## config.mk

```make
export PLATFORM = sky130hd
export DESIGN_NAME = union_find_mst_edge_filter
export DESIGN_NICKNAME = d
export VERILOG_FILES = /design/src/sv/ufmst_pkg.sv /design/src/sv/union_find_mst_edge_filter.sv
export SDC_FILE = /design/constraint.sdc
export NUM_CORES = 2
export LEC_CHECK = 0
export BUFFER_PORTS_ARGS = -buffer_cell sky130_fd_sc_hd__clkbuf_2
export CAP_MARGIN = 0
export CORE_MARGIN = 2
export CORE_UTILIZATION = 38
export DETAILED_ROUTE_END_ITERATION = 12
export MAX_ROUTING_LAYER = met4
export PLACE_DENSITY = 0.61
export SYNTH_ARGS = -nofsm -noshare
export SYNTH_HDL_FRONTEND = slang
export SYNTH_SLANG_ARGS = --single-unit
```

## constraint.sdc

```tcl
create_clock -name clk -period 25.7 [get_ports clk]
set_clock_uncertainty 0.15 [all_clocks]
set_input_delay 1.285 -clock clk [delete_from_list [all_inputs] [get_ports clk]]
set_output_delay 1.285 -clock clk [all_outputs]
set_load 0.1 [all_outputs]
```

## src/sv/ufmst_pkg.sv

```systemverilog
`timescale 1ns / 1ps
`default_nettype none

package ufmst_pkg;

	// Fixed field widths of the edge and configuration interfaces.
	localparam int VTX_W  = 7;
	localparam int VCNT_W = 8;

	// Reset value of the vertex count register.
	localparam logic [VCNT_W-1:0] VCNT_RESET = 8'd128;

	// Input mode codes.
	localparam logic MODE_CLEAR = 1'b0;
	localparam logic MODE_EDGE  = 1'b1;

	// Sequencer states.
	typedef enum logic [2:0] {
		ST_SWEEP,
		ST_IDLE,
		ST_FIND,
		ST_HALVE,
		ST_SIZE,
		ST_LINK,
		ST_FINISH
	} state_t;

endpackage

`default_nettype wire

```

## src/sv/union_find_mst_edge_filter.sv

```systemverilog
`timescale 1ns / 1ps
`default_nettype none
// Sequence: an edge is taken in the idle state, and the roots of its source and then of its destination
// are found in the find and halve states with path halving over the parent memory loop; if they differ,
// the set sizes are read in the size state and the sets are linked in the link state. An illegal edge goes
// to the finish state without finds, a clear runs a sweep. Only one item is in work at a time.
// Reset: asynchronous, active low; afterwards a sweep over all MAX_VERTICES entries initializes
// the memories while no item is taken. Configuration writes are taken at any time.

module union_find_mst_edge_filter
	import ufmst_pkg::*;
#(
	parameter int MAX_VERTICES = 128,
	parameter int WEIGHT_BITS  = 16
) (
	input  wire                          clk,
	input  wire                          arst_n,
	// Configuration.
	input  wire                          cfg_we,
	input  wire [VCNT_W-1:0]             cfg_wdata,
	// Input channel.
	input  wire                          in_valid,
	output logic                         in_ready,
	input  wire                          mode,
	input  wire [VTX_W-1:0]              edge_src,
	input  wire [VTX_W-1:0]              edge_dst,
	input  wire signed [WEIGHT_BITS-1:0] edge_weight,
	// Output channel.
	output logic                         out_valid,
	input  wire                          out_ready,
	output logic                         accepted,
	output logic [VTX_W-1:0]             out_low_vertex,
	output logic [VTX_W-1:0]             out_high_vertex,
	output logic signed [WEIGHT_BITS-1:0] out_weight,
	output logic [VTX_W-1:0]             accepted_total,
	output logic                         tree_done
);

	localparam int IDX_W  = (MAX_VERTICES > 2) ? $clog2(MAX_VERTICES) : 1;
	localparam int SIZE_W = $clog2(MAX_VERTICES + 1);
	localparam int N_W    = (SIZE_W > VCNT_W) ? SIZE_W : VCNT_W;

	// Disjoint-set memories.
	logic [IDX_W-1:0]  parent_mem [MAX_VERTICES];
	logic [SIZE_W-1:0] size_mem   [MAX_VERTICES];

	logic              par_we;
	logic [IDX_W-1:0]  par_waddr;
	logic [IDX_W-1:0]  par_wdata;
	logic [IDX_W-1:0]  par_raddr;
	logic [IDX_W-1:0]  par_rdata_q;
	logic              size_we;
	logic [IDX_W-1:0]  size_waddr;
	logic [SIZE_W-1:0] size_wdata;
	logic [IDX_W-1:0]  size_raddr;
	logic [SIZE_W-1:0] size_rdata_q;

	// Control and datapath registers.
	state_t                  state_q, state_d;
	logic [VCNT_W-1:0]       vcount_q;
	logic [IDX_W-1:0]        sw_q;
	logic                    clr_q;
	logic [N_W-1:0]          cnt_q;
	logic                    mode_q;
	logic [VTX_W-1:0]        src_q;
	logic [VTX_W-1:0]        dst_q;
	logic [WEIGHT_BITS-1:0]  weight_q;
	logic                    acc_q;
	logic                    sel_q;
	logic [IDX_W-1:0]        v_q;
	logic [IDX_W-1:0]        rs_q;
	logic [IDX_W-1:0]        rd_q;
	logic [SIZE_W-1:0]       size_a_q;
	logic                    out_valid_q;
	logic                    accepted_q;
	logic [VTX_W-1:0]        low_q;
	logic [VTX_W-1:0]        high_q;
	logic [WEIGHT_BITS-1:0]  out_weight_q;
	logic [VTX_W-1:0]        total_q;
	logic                    done_q;

	// Effective vertex count: zero is taken as one, larger counts are cut to the range that the memory holds.
	logic [N_W-1:0] n_eff;
	always_comb begin
		if (vcount_q == '0) begin
			n_eff = N_W'(1);
		end else if (N_W'(vcount_q) > N_W'(MAX_VERTICES)) begin
			n_eff = N_W'(MAX_VERTICES);
		end else begin
			n_eff = N_W'(vcount_q);
		end
	end

	logic [N_W:0] cnt_inc;
	logic         edge_legal;
	logic         out_free;
	logic         sweep_last;
	logic [SIZE_W-1:0] size_sum;
	logic         link_rs_under;
	assign cnt_inc       = {1'b0, cnt_q} + {{N_W{1'b0}}, 1'b1};
	assign edge_legal    = (N_W'(edge_src) < n_eff) && (N_W'(edge_dst) < n_eff)
	                       && (cnt_inc < {1'b0, n_eff});
	assign out_free      = !out_valid_q || out_ready;
	assign sweep_last    = (sw_q == IDX_W'(MAX_VERTICES - 1));
	assign size_sum      = size_a_q + size_rdata_q;
	assign link_rs_under = (size_a_q < size_rdata_q);

	// State register.
	always_ff @(posedge clk or negedge arst_n) begin
		if (!arst_n) begin
			state_q <= ST_SWEEP;
		end else begin
			state_q <= state_d;
		end
	end

	// Next state and memory port control.
	always_comb begin
		state_d    = state_q;
		in_ready   = 1'b0;
		par_we     = 1'b0;
		par_waddr  = v_q;
		par_wdata  = par_rdata_q;
		par_raddr  = par_rdata_q;
		size_we    = 1'b0;
		size_waddr = rs_q;
		size_wdata = size_sum;
		size_raddr = rs_q;
		case (state_q)
			ST_SWEEP: begin
				par_we     = 1'b1;
				par_waddr  = sw_q;
				par_wdata  = sw_q;
				size_we    = 1'b1;
				size_waddr = sw_q;
				size_wdata = SIZE_W'(1);
				if (sweep_last) begin
					state_d = clr_q ? ST_FINISH : ST_IDLE;
				end
			end
			ST_IDLE: begin
				in_ready  = 1'b1;
				par_raddr = IDX_W'(edge_src);
				if (in_valid) begin
					if (mode == MODE_CLEAR) begin
						state_d = ST_SWEEP;
					end else if (edge_legal) begin
						state_d = ST_FIND;
					end else begin
						state_d = ST_FINISH;
					end
				end
			end
			ST_FIND: begin
				if (par_rdata_q == v_q) begin
					if (!sel_q) begin
						par_raddr = IDX_W'(dst_q);
					end else if (rs_q == v_q) begin
						state_d = ST_FINISH;
					end else begin
						size_raddr = rs_q;
						state_d    = ST_SIZE;
					end
				end else begin
					// Fetch the grandparent for one halving step.
					par_raddr = par_rdata_q;
					state_d   = ST_HALVE;
				end
			end
			ST_HALVE: begin
				// Link the vertex to its grandparent and move on to it.
				par_we    = 1'b1;
				par_waddr = v_q;
				par_wdata = par_rdata_q;
				par_raddr = par_rdata_q;
				state_d   = ST_FIND;
			end
			ST_SIZE: begin
				size_raddr = rd_q;
				state_d    = ST_LINK;
			end
			ST_LINK: begin
				par_we  = 1'b1;
				size_we = 1'b1;
				if (link_rs_under) begin
					par_waddr  = rs_q;
					par_wdata  = rd_q;
					size_waddr = rd_q;
				end else begin
					par_waddr  = rd_q;
					par_wdata  = rs_q;
					size_waddr = rs_q;
				end
				state_d = ST_FINISH;
			end
			ST_FINISH: begin
				if (out_free) begin
					state_d = ST_IDLE;
				end
			end
			default: begin
				state_d = ST_SWEEP;
			end
		endcase
	end

	// Parent link memory.
	always_ff @(posedge clk) begin
		if (par_we) begin
			parent_mem[par_waddr] <= par_wdata;
		end
		par_rdata_q <= parent_mem[par_raddr];
	end

	// Set size memory.
	always_ff @(posedge clk) begin
		if (size_we) begin
			size_mem[size_waddr] <= size_wdata;
		end
		size_rdata_q <= size_mem[size_raddr];
	end

	// Control registers.
	always_ff @(posedge clk or negedge arst_n) begin
		if (!arst_n) begin
			vcount_q    <= VCNT_RESET;
			sw_q        <= '0;
			clr_q       <= 1'b0;
			cnt_q       <= '0;
			out_valid_q <= 1'b0;
		end else begin
			if (cfg_we) begin
				vcount_q <= cfg_wdata;
			end
			if (state_q == ST_SWEEP) begin
				sw_q <= sweep_last ? '0 : sw_q + IDX_W'(1);
			end
			if (state_q == ST_IDLE && in_valid && mode == MODE_CLEAR) begin
				clr_q <= 1'b1;
				cnt_q <= '0;
			end
			if (state_q == ST_LINK) begin
				cnt_q <= cnt_inc[N_W-1:0];
			end
			if (state_q == ST_FINISH && out_free) begin
				out_valid_q <= 1'b1;
			end else if (out_ready) begin
				out_valid_q <= 1'b0;
			end
		end
	end

	// Item and find registers.
	always_ff @(posedge clk) begin
		case (state_q)
			ST_IDLE: begin
				mode_q   <= mode;
				src_q    <= edge_src;
				dst_q    <= edge_dst;
				weight_q <= edge_weight;
				acc_q    <= 1'b0;
				sel_q    <= 1'b0;
				v_q      <= IDX_W'(edge_src);
			end
			ST_FIND: begin
				if (par_rdata_q == v_q) begin
					if (!sel_q) begin
						rs_q  <= v_q;
						sel_q <= 1'b1;
						v_q   <= IDX_W'(dst_q);
					end else begin
						rd_q <= v_q;
					end
				end
			end
			ST_HALVE: begin
				v_q <= par_rdata_q;
			end
			ST_SIZE: begin
				size_a_q <= size_rdata_q;
			end
			ST_LINK: begin
				acc_q <= 1'b1;
			end
			default: begin
			end
		endcase
	end

	// Result register, loaded when the previous result has been transferred.
	always_ff @(posedge clk) begin
		if (state_q == ST_FINISH && out_free) begin
			if (mode_q == MODE_CLEAR) begin
				accepted_q   <= 1'b0;
				low_q        <= '0;
				high_q       <= '0;
				out_weight_q <= '0;
				total_q      <= '0;
				done_q       <= (n_eff == N_W'(1));
			end else begin
				accepted_q   <= acc_q;
				low_q        <= (src_q < dst_q) ? src_q : dst_q;
				high_q       <= (src_q < dst_q) ? dst_q : src_q;
				out_weight_q <= weight_q;
				total_q      <= cnt_q[VTX_W-1:0];
				done_q       <= (cnt_inc >= {1'b0, n_eff});
			end
		end
	end

	assign out_valid       = out_valid_q;
	assign accepted        = accepted_q;
	assign out_low_vertex  = low_q;
	assign out_high_vertex = high_q;
	assign out_weight      = out_weight_q;
	assign accepted_total  = total_q;
	assign tree_done       = done_q;

`ifndef ASSERT_OFF
	// A halving step never reads the entry it writes.
	a_halve_no_overlap: assert property (@(posedge clk) disable iff (!arst_n)
		(state_q == ST_HALVE) |-> (par_waddr != par_raddr))
		else $error("halving step reads the entry it writes");

	// Two sets are only linked when their roots differ.
	a_link_roots_differ: assert property (@(posedge clk) disable iff (!arst_n)
		(state_q == ST_LINK) |-> (rs_q != rd_q))
		else $error("link of a set to itself");

	// A result appears only after the finish state.
	a_result_from_finish: assert property (@(posedge clk) disable iff (!arst_n)
		$rose(out_valid_q) |-> $past(state_q == ST_FINISH))
		else $error("result raised outside the finish state");

	// A clear sweep starts at the first entry.
	a_sweep_from_zero: assert property (@(posedge clk) disable iff (!arst_n)
		(state_q == ST_IDLE && state_d == ST_SWEEP) |=> (sw_q == '0))
		else $error("clear sweep does not start at entry zero");
`endif

endmodule

`default_nettype wire
```

; Word-level counts from Yosys, hierarchy flattened
; Memory sizes are Yosys's and may differ from the RTL's. A register that Yosys moved wholly into a read port is not among the register bits.
; Cells that the tools add are included.
[totals]
ff_bits = 129
ram_bits = 1920
inputBits = 44
elab_cells = 116
mem_count = 2
[op_classes]
addsub = 3
magnitude_cmp = 7
eq_ne = 16
mux = 43
n_bitwise = 2
n_reduce_logical = 21
[memory_table]
columns = memory, words, width, rd, rd_clocked_by_memory_dff, write_ports, line_no
row1 = size_mem, 128, 8, 1, 1, 1, union_find_mst_edge_filter.sv:45  ; logic [SIZE_W-1:0] size_mem [MAX_VERTICES];
row2 = parent_mem, 128, 7, 1, 1, 1, union_find_mst_edge_filter.sv:44  ; logic [IDX_W-1:0] parent_mem [MAX_VERTICES];
[ops]
columns = operator, n
row1 = 7-bit 2-to-1 mux, 10
row2 = 7-bit one-hot mux with 2 select lines, 4
row3 = 8-bit 2-to-1 mux, 5
row4 = 3-bit 2-to-1 mux, 8
row5 = 3-bit one-hot mux with 7 select lines, 1
row6 = 7-bit one-hot mux with 3 select lines, 1
row7 = 7-bit by 8-bit less-than comparator with 1-bit output, 2
row8 = 7-bit equality test, 2
row9 = 1-bit 2-to-1 mux, 11
row10 = 2-bit inequality test (second input constant), 5
row11 = 8-bit by 1-bit adder with 9-bit output (second input constant), 1
row12 = 3-bit equality test (second input constant), 3
row13 = 9-bit by 8-bit greater-or-equal comparator with 1-bit output, 1
row14 = 9-bit by 8-bit less-than comparator with 1-bit output, 1
row15 = 3-bit AND reduction, 3
row16 = 8-bit adder, 1
row17 = 8-bit by 1-bit equality test with 1-bit output (second input constant), 1
row18 = 8-bit greater-than comparator (second input constant), 1
row19 = 8-bit logical NOT, 1
row20 = 8-bit less-than comparator, 1
row21 = 2-bit nonzero test, 4
row22 = 7-bit by 1-bit adder with 7-bit output (second input constant), 1
row23 = 7-bit equality test (second input constant), 1
row24 = 7-bit less-than comparator, 1
row25 = 15 further kinds, 22

; Longest topological paths before layout
[logic_depth]
ltp_word = 10
ltp_mapped = 17
ltp_nobuf = 16

; Worst setup path before layout
; No wires, ideal clock.
[synth_path]
kind = flip-flop to flip-flop
startpoint = register size_rdata_q[1] (read register of size_mem)
endpoint = memory parent_mem[0][2] in the netlist's numbering (data pin)
arrival_ns = 7.071
required_ns = 24.353
path_slack_ns = 17.282
path_stages_with_launch = 13
path_buffers = 1
synth_period_minus_slack_ns = 8.418
path_cell_list = dfxtp_1 inv_1 ha_1 nor2b_1 o21a_1 o21ai_1 a21oi_1 o21a_1 o211ai_1 nand2_1 buf_2 mux2i_1 o21ai_0
[synth_via]
elab_chain_cells = 3
[synth_rtl]
columns = item, line_no
row1 = start: declaration, union_find_mst_edge_filter.sv:56  ; logic [SIZE_W-1:0] size_rdata_q;
row2 = 8-bit less-than comparator, union_find_mst_edge_filter.sv:106  ; assign link_rs_under = (size_a_q < size_rdata_q);
row3 = 7-bit 2-to-1 mux, union_find_mst_edge_filter.sv:185  ; if (link_rs_under) begin
row4 = 7-bit one-hot mux with 2 select lines, union_find_mst_edge_filter.sv:129  ; case (state_q)
row5 = named net par_wdata[2], union_find_mst_edge_filter.sv:49  ; logic [IDX_W-1:0] par_wdata;
row6 = end: declaration, union_find_mst_edge_filter.sv:44
; The timed path passes the listed nets, and every way through them passes these cells.

; Worst setup path after layout
[layout_path]
startpoint = register state_q[1]
endpoint = register par_rdata_q[5] (read register of parent_mem)
[layout_via]
elab_chain_cells = 2
[layout_rtl]
columns = item, line_no
row1 = start: declaration, union_find_mst_edge_filter.sv:59  ; state_t state_q, state_d;
row2 = start signal: assignment, union_find_mst_edge_filter.sv:113  ; state_q <= state_d;
row3 = 3-bit by 2-bit equality test with 1-bit output / 3-bit by 1-bit equality test with 1-bit output (equally long branches), union_find_mst_edge_filter.sv:129
row4 = 7-bit one-hot mux with 2 select lines (*), union_find_mst_edge_filter.sv:129
row5 = end: declaration, union_find_mst_edge_filter.sv:51  ; logic [IDX_W-1:0] par_rdata_q;
; Every way passes the cells marked *; elsewhere a longest branch is shown, timed or not.
; A chain may end at the register's enable or synchronous reset.

==> flow_metrics.tcl <==
set metrics [dict create \
    drive_gt1_share_pct 13.7 \
    first_pass_iters 6 \
    wl_per_cell_um 25.7 \
    syn_area_um2 83100 \
    die_w_um 472 \
    setup_tns_ns 0 \
    drc 0 \
    crit_type "reg2reg" \
    grt_use_total_pct 19.2 \
    num_vias 46400 \
    grt_pass1_wl_mm 311 \
    fin_crit_ns 6.49 \
    synth_top_cell_by_area "edfxtp_1" \
    maxCapViolCount 0 \
    synth_most_common_cell "edfxtp_1" \
    dp.final_hpwl_mm 123 \
    finalSetupViolCount 0 \
    final_util_pct 42.6 \
    fin_ws_ns 19.21 \
    arrival_ns 7.02 \
    grt.overflow.total 0 \
    peakVddDrop_uv 161 \
    ant_nets 0 \
    die_y_um 472 \
    drv_slew 0 \
    cts_resized 0 \
    die_area_um2 223000 \
    synth_area_leaders "edfxtp_1 73%, mux4_2 6.9%, nand2_1 3.3%" \
    cts_hold_buf 0 \
    post-cts-setup-buffers 0 \
    via_per_inst 5.67 \
    yosysWarnings 0 \
    htree_levels 4 \
    yosys-top-cells-count "2,021 x edfxtp_1, 725 x nand2_1, 321 x nor2_1, 256 x mux4_2, 228 x nand3_1" \
    initial_utilization_pct 38.2 \
    clk_latency_ns 0.83 \
    core_area_um2 217000 \
    grt_start_max_net_pins 173 \
    cp.required_ns 26.22 \
    cts_tree "yes" \
    placed_area_um2 86700 \
    slew_headroom_pct 15.2 \
    final-hold-violation-count 0 \
    nNetsFinal 5262 \
    root_buffer "clkbuf_16" \
    routed_wl_mm 211 \
    synth_seq_area_share_pct 74.2 \
    portBuffers 84 \
    place_ws_ns 19.33 \
    min-delay-path-class "reg2reg" \
    postSynthAreaPerCell_um2 16.3 \
    ys_types 77 \
    antenna_found_initial 5 \
    outcome "finished clean" \
    tightest_slew_ns 1.27 \
    num_io_pins 85 \
    synth-seq-cells 2064 \
    timing.fmax_mhz 154 \
    holdWs_ns 0.374 \
    area_delta_synth_final_pct 11.4 \
    fin_crit_sh_pct 25.3 \
    powerDensity_nw_per_um2 124 \
    grt_setup_unrepaired "false" \
    rows 171 \
    clock_path_buffers 3 \
    synth_fp_nets 5197 \
    worst-path-max-fanout 67 \
    cp-start-kind "flop" \
    gp_congestion 0.856 \
    synth-edff-count 2021 \
    cts.sink_count 2064 \
    first_iter_violations 5533 \
    synth_cells 5109 \
    synthArstFlopShare_pct 1.36 \
    grt_pass1_vias 45800 \
    clk_pin_slew_ns 0.06 \
    power_leakage_nw 30.0 \
    synth_flop_cell "edfxtp_1" \
    yosysTopAreaCellShare_pct 73.0 \
    cts_buffers 194 \
    design_area_um2 92600 \
    end_kind "flop" \
]
## per-stage QoR
step | std cells | power [mW]
6_report | 8193 | 11.5
5_1_grt | 8190 | 11.9
3_3_place_gp | 7832 | 8.73
2_1_floorplan | 5109 | 7.34
3_5_place_dp | 7832 | 8.81
4_1_cts | 8190 | 11.5
## where the power goes
group	total [mW]	internal [mW]	switching (mW)
Clock	2.72	1.49	1.24
Combinational	3.88	0.881	3.00
Sequential	4.86	4.77	0.0921
Total	11.5	7.14	4.33
## cell type report
type	count	area, µm²
clock buffer	250	5170
timing repair buffer	170	1120
sequential	2064	61700
tap	2854	3570
antenna	3	7.51
clock inverter	108	756
multi-input combinational	2718	20200
inverter	26	97.6
fill	19200	125000
## critical path, cell delays in order, from the launching register on
cell	delay [ns]
dfrtp_1	0.68
nand2b_1	0.41
nor3_2	0.35
and4_1	0.59
o211a_4	0.79
buf_4	0.83
buf_4	0.96
nand4_1	0.16
nand4_1	0.26
nand4_1	0.26
o21ai_0	0.56
mux2i_1	0.21
## cell usage in the layout (no fill, tap or decap), types with 87 or more instances in the layout
cell	synthesis	routed
and2_1	95	95
a31oi_1	87	87
a21oi_1	104	101
clkbuf_16	0	198
a211oi_1	95	95
nand2_1	725	724
nand3_1	228	225
edfxtp_1	2021	2021
mux2i_1	204	199
nor2_1	321	313
mux4_2	256	256
## registers in the layout, indices dropped and copies added, names as in the netlist, 8 cells and up
signal,cells
size_a_q,8
weight_q,16
vcount_q,8
parent_mem,896
size_mem,1024
out_weight,16
cnt_q,8
size_rdata_q,8
## routing by layer
| metal | wire, µm | vias up | track usage [%] | share of wire, % |
|---|---|---|---|---|
| met4 | 5890 | 0 | 5.77 | 2.8 |
| met2 | 99600 | 2060 | 29.3 | 47 |
| met3 | 16900 | 365 | 3.04 | 8.0 |
| li1 | - | 20100 | - | - |
| met5 | 0 | - | - | 0 |
| met1 | 88400 | 23900 | 26.5 | 42 |
## worst paths after layout
path | startpoint | cells after the start | slack [ns] | to
max reg2reg | state_q[1] | 11 | 19.21 | par_rdata_q[5]
min reg2reg | weight_q[0] | 1 | 0.37 | out_weight[0]
min in group asynchronous | arst_n | 1 | 0.43 | vcount_q[1]
max | state_q[1] | 11 | 19.21 | par_rdata_q[5]
max in group asynchronous | arst_n | 1 | 24.37 | sw_q[4]
min | weight_q[0] | 1 | 0.37 | out_weight[0]
## cells by family (layout without fill, tap and decap cells)
family / Yosys count / after routing / synth area share [%]
AOI/OAI and AO/OA: 638 / 638 / 5.32
adders and majority gates: 44 / 44 / 0.671
and+or+nand+nor: 1538 / 1538 / 8.11
DFF: 2064 / 2064 / 74.2
muxes: 469 / 469 / 9.52
other: 0 / 3 / 0
xor gates and xnor gates: 29 / 29 / 0.306
buffers and inverters: 327 / 554 / 1.87
(Power assumes the default switching activity.)
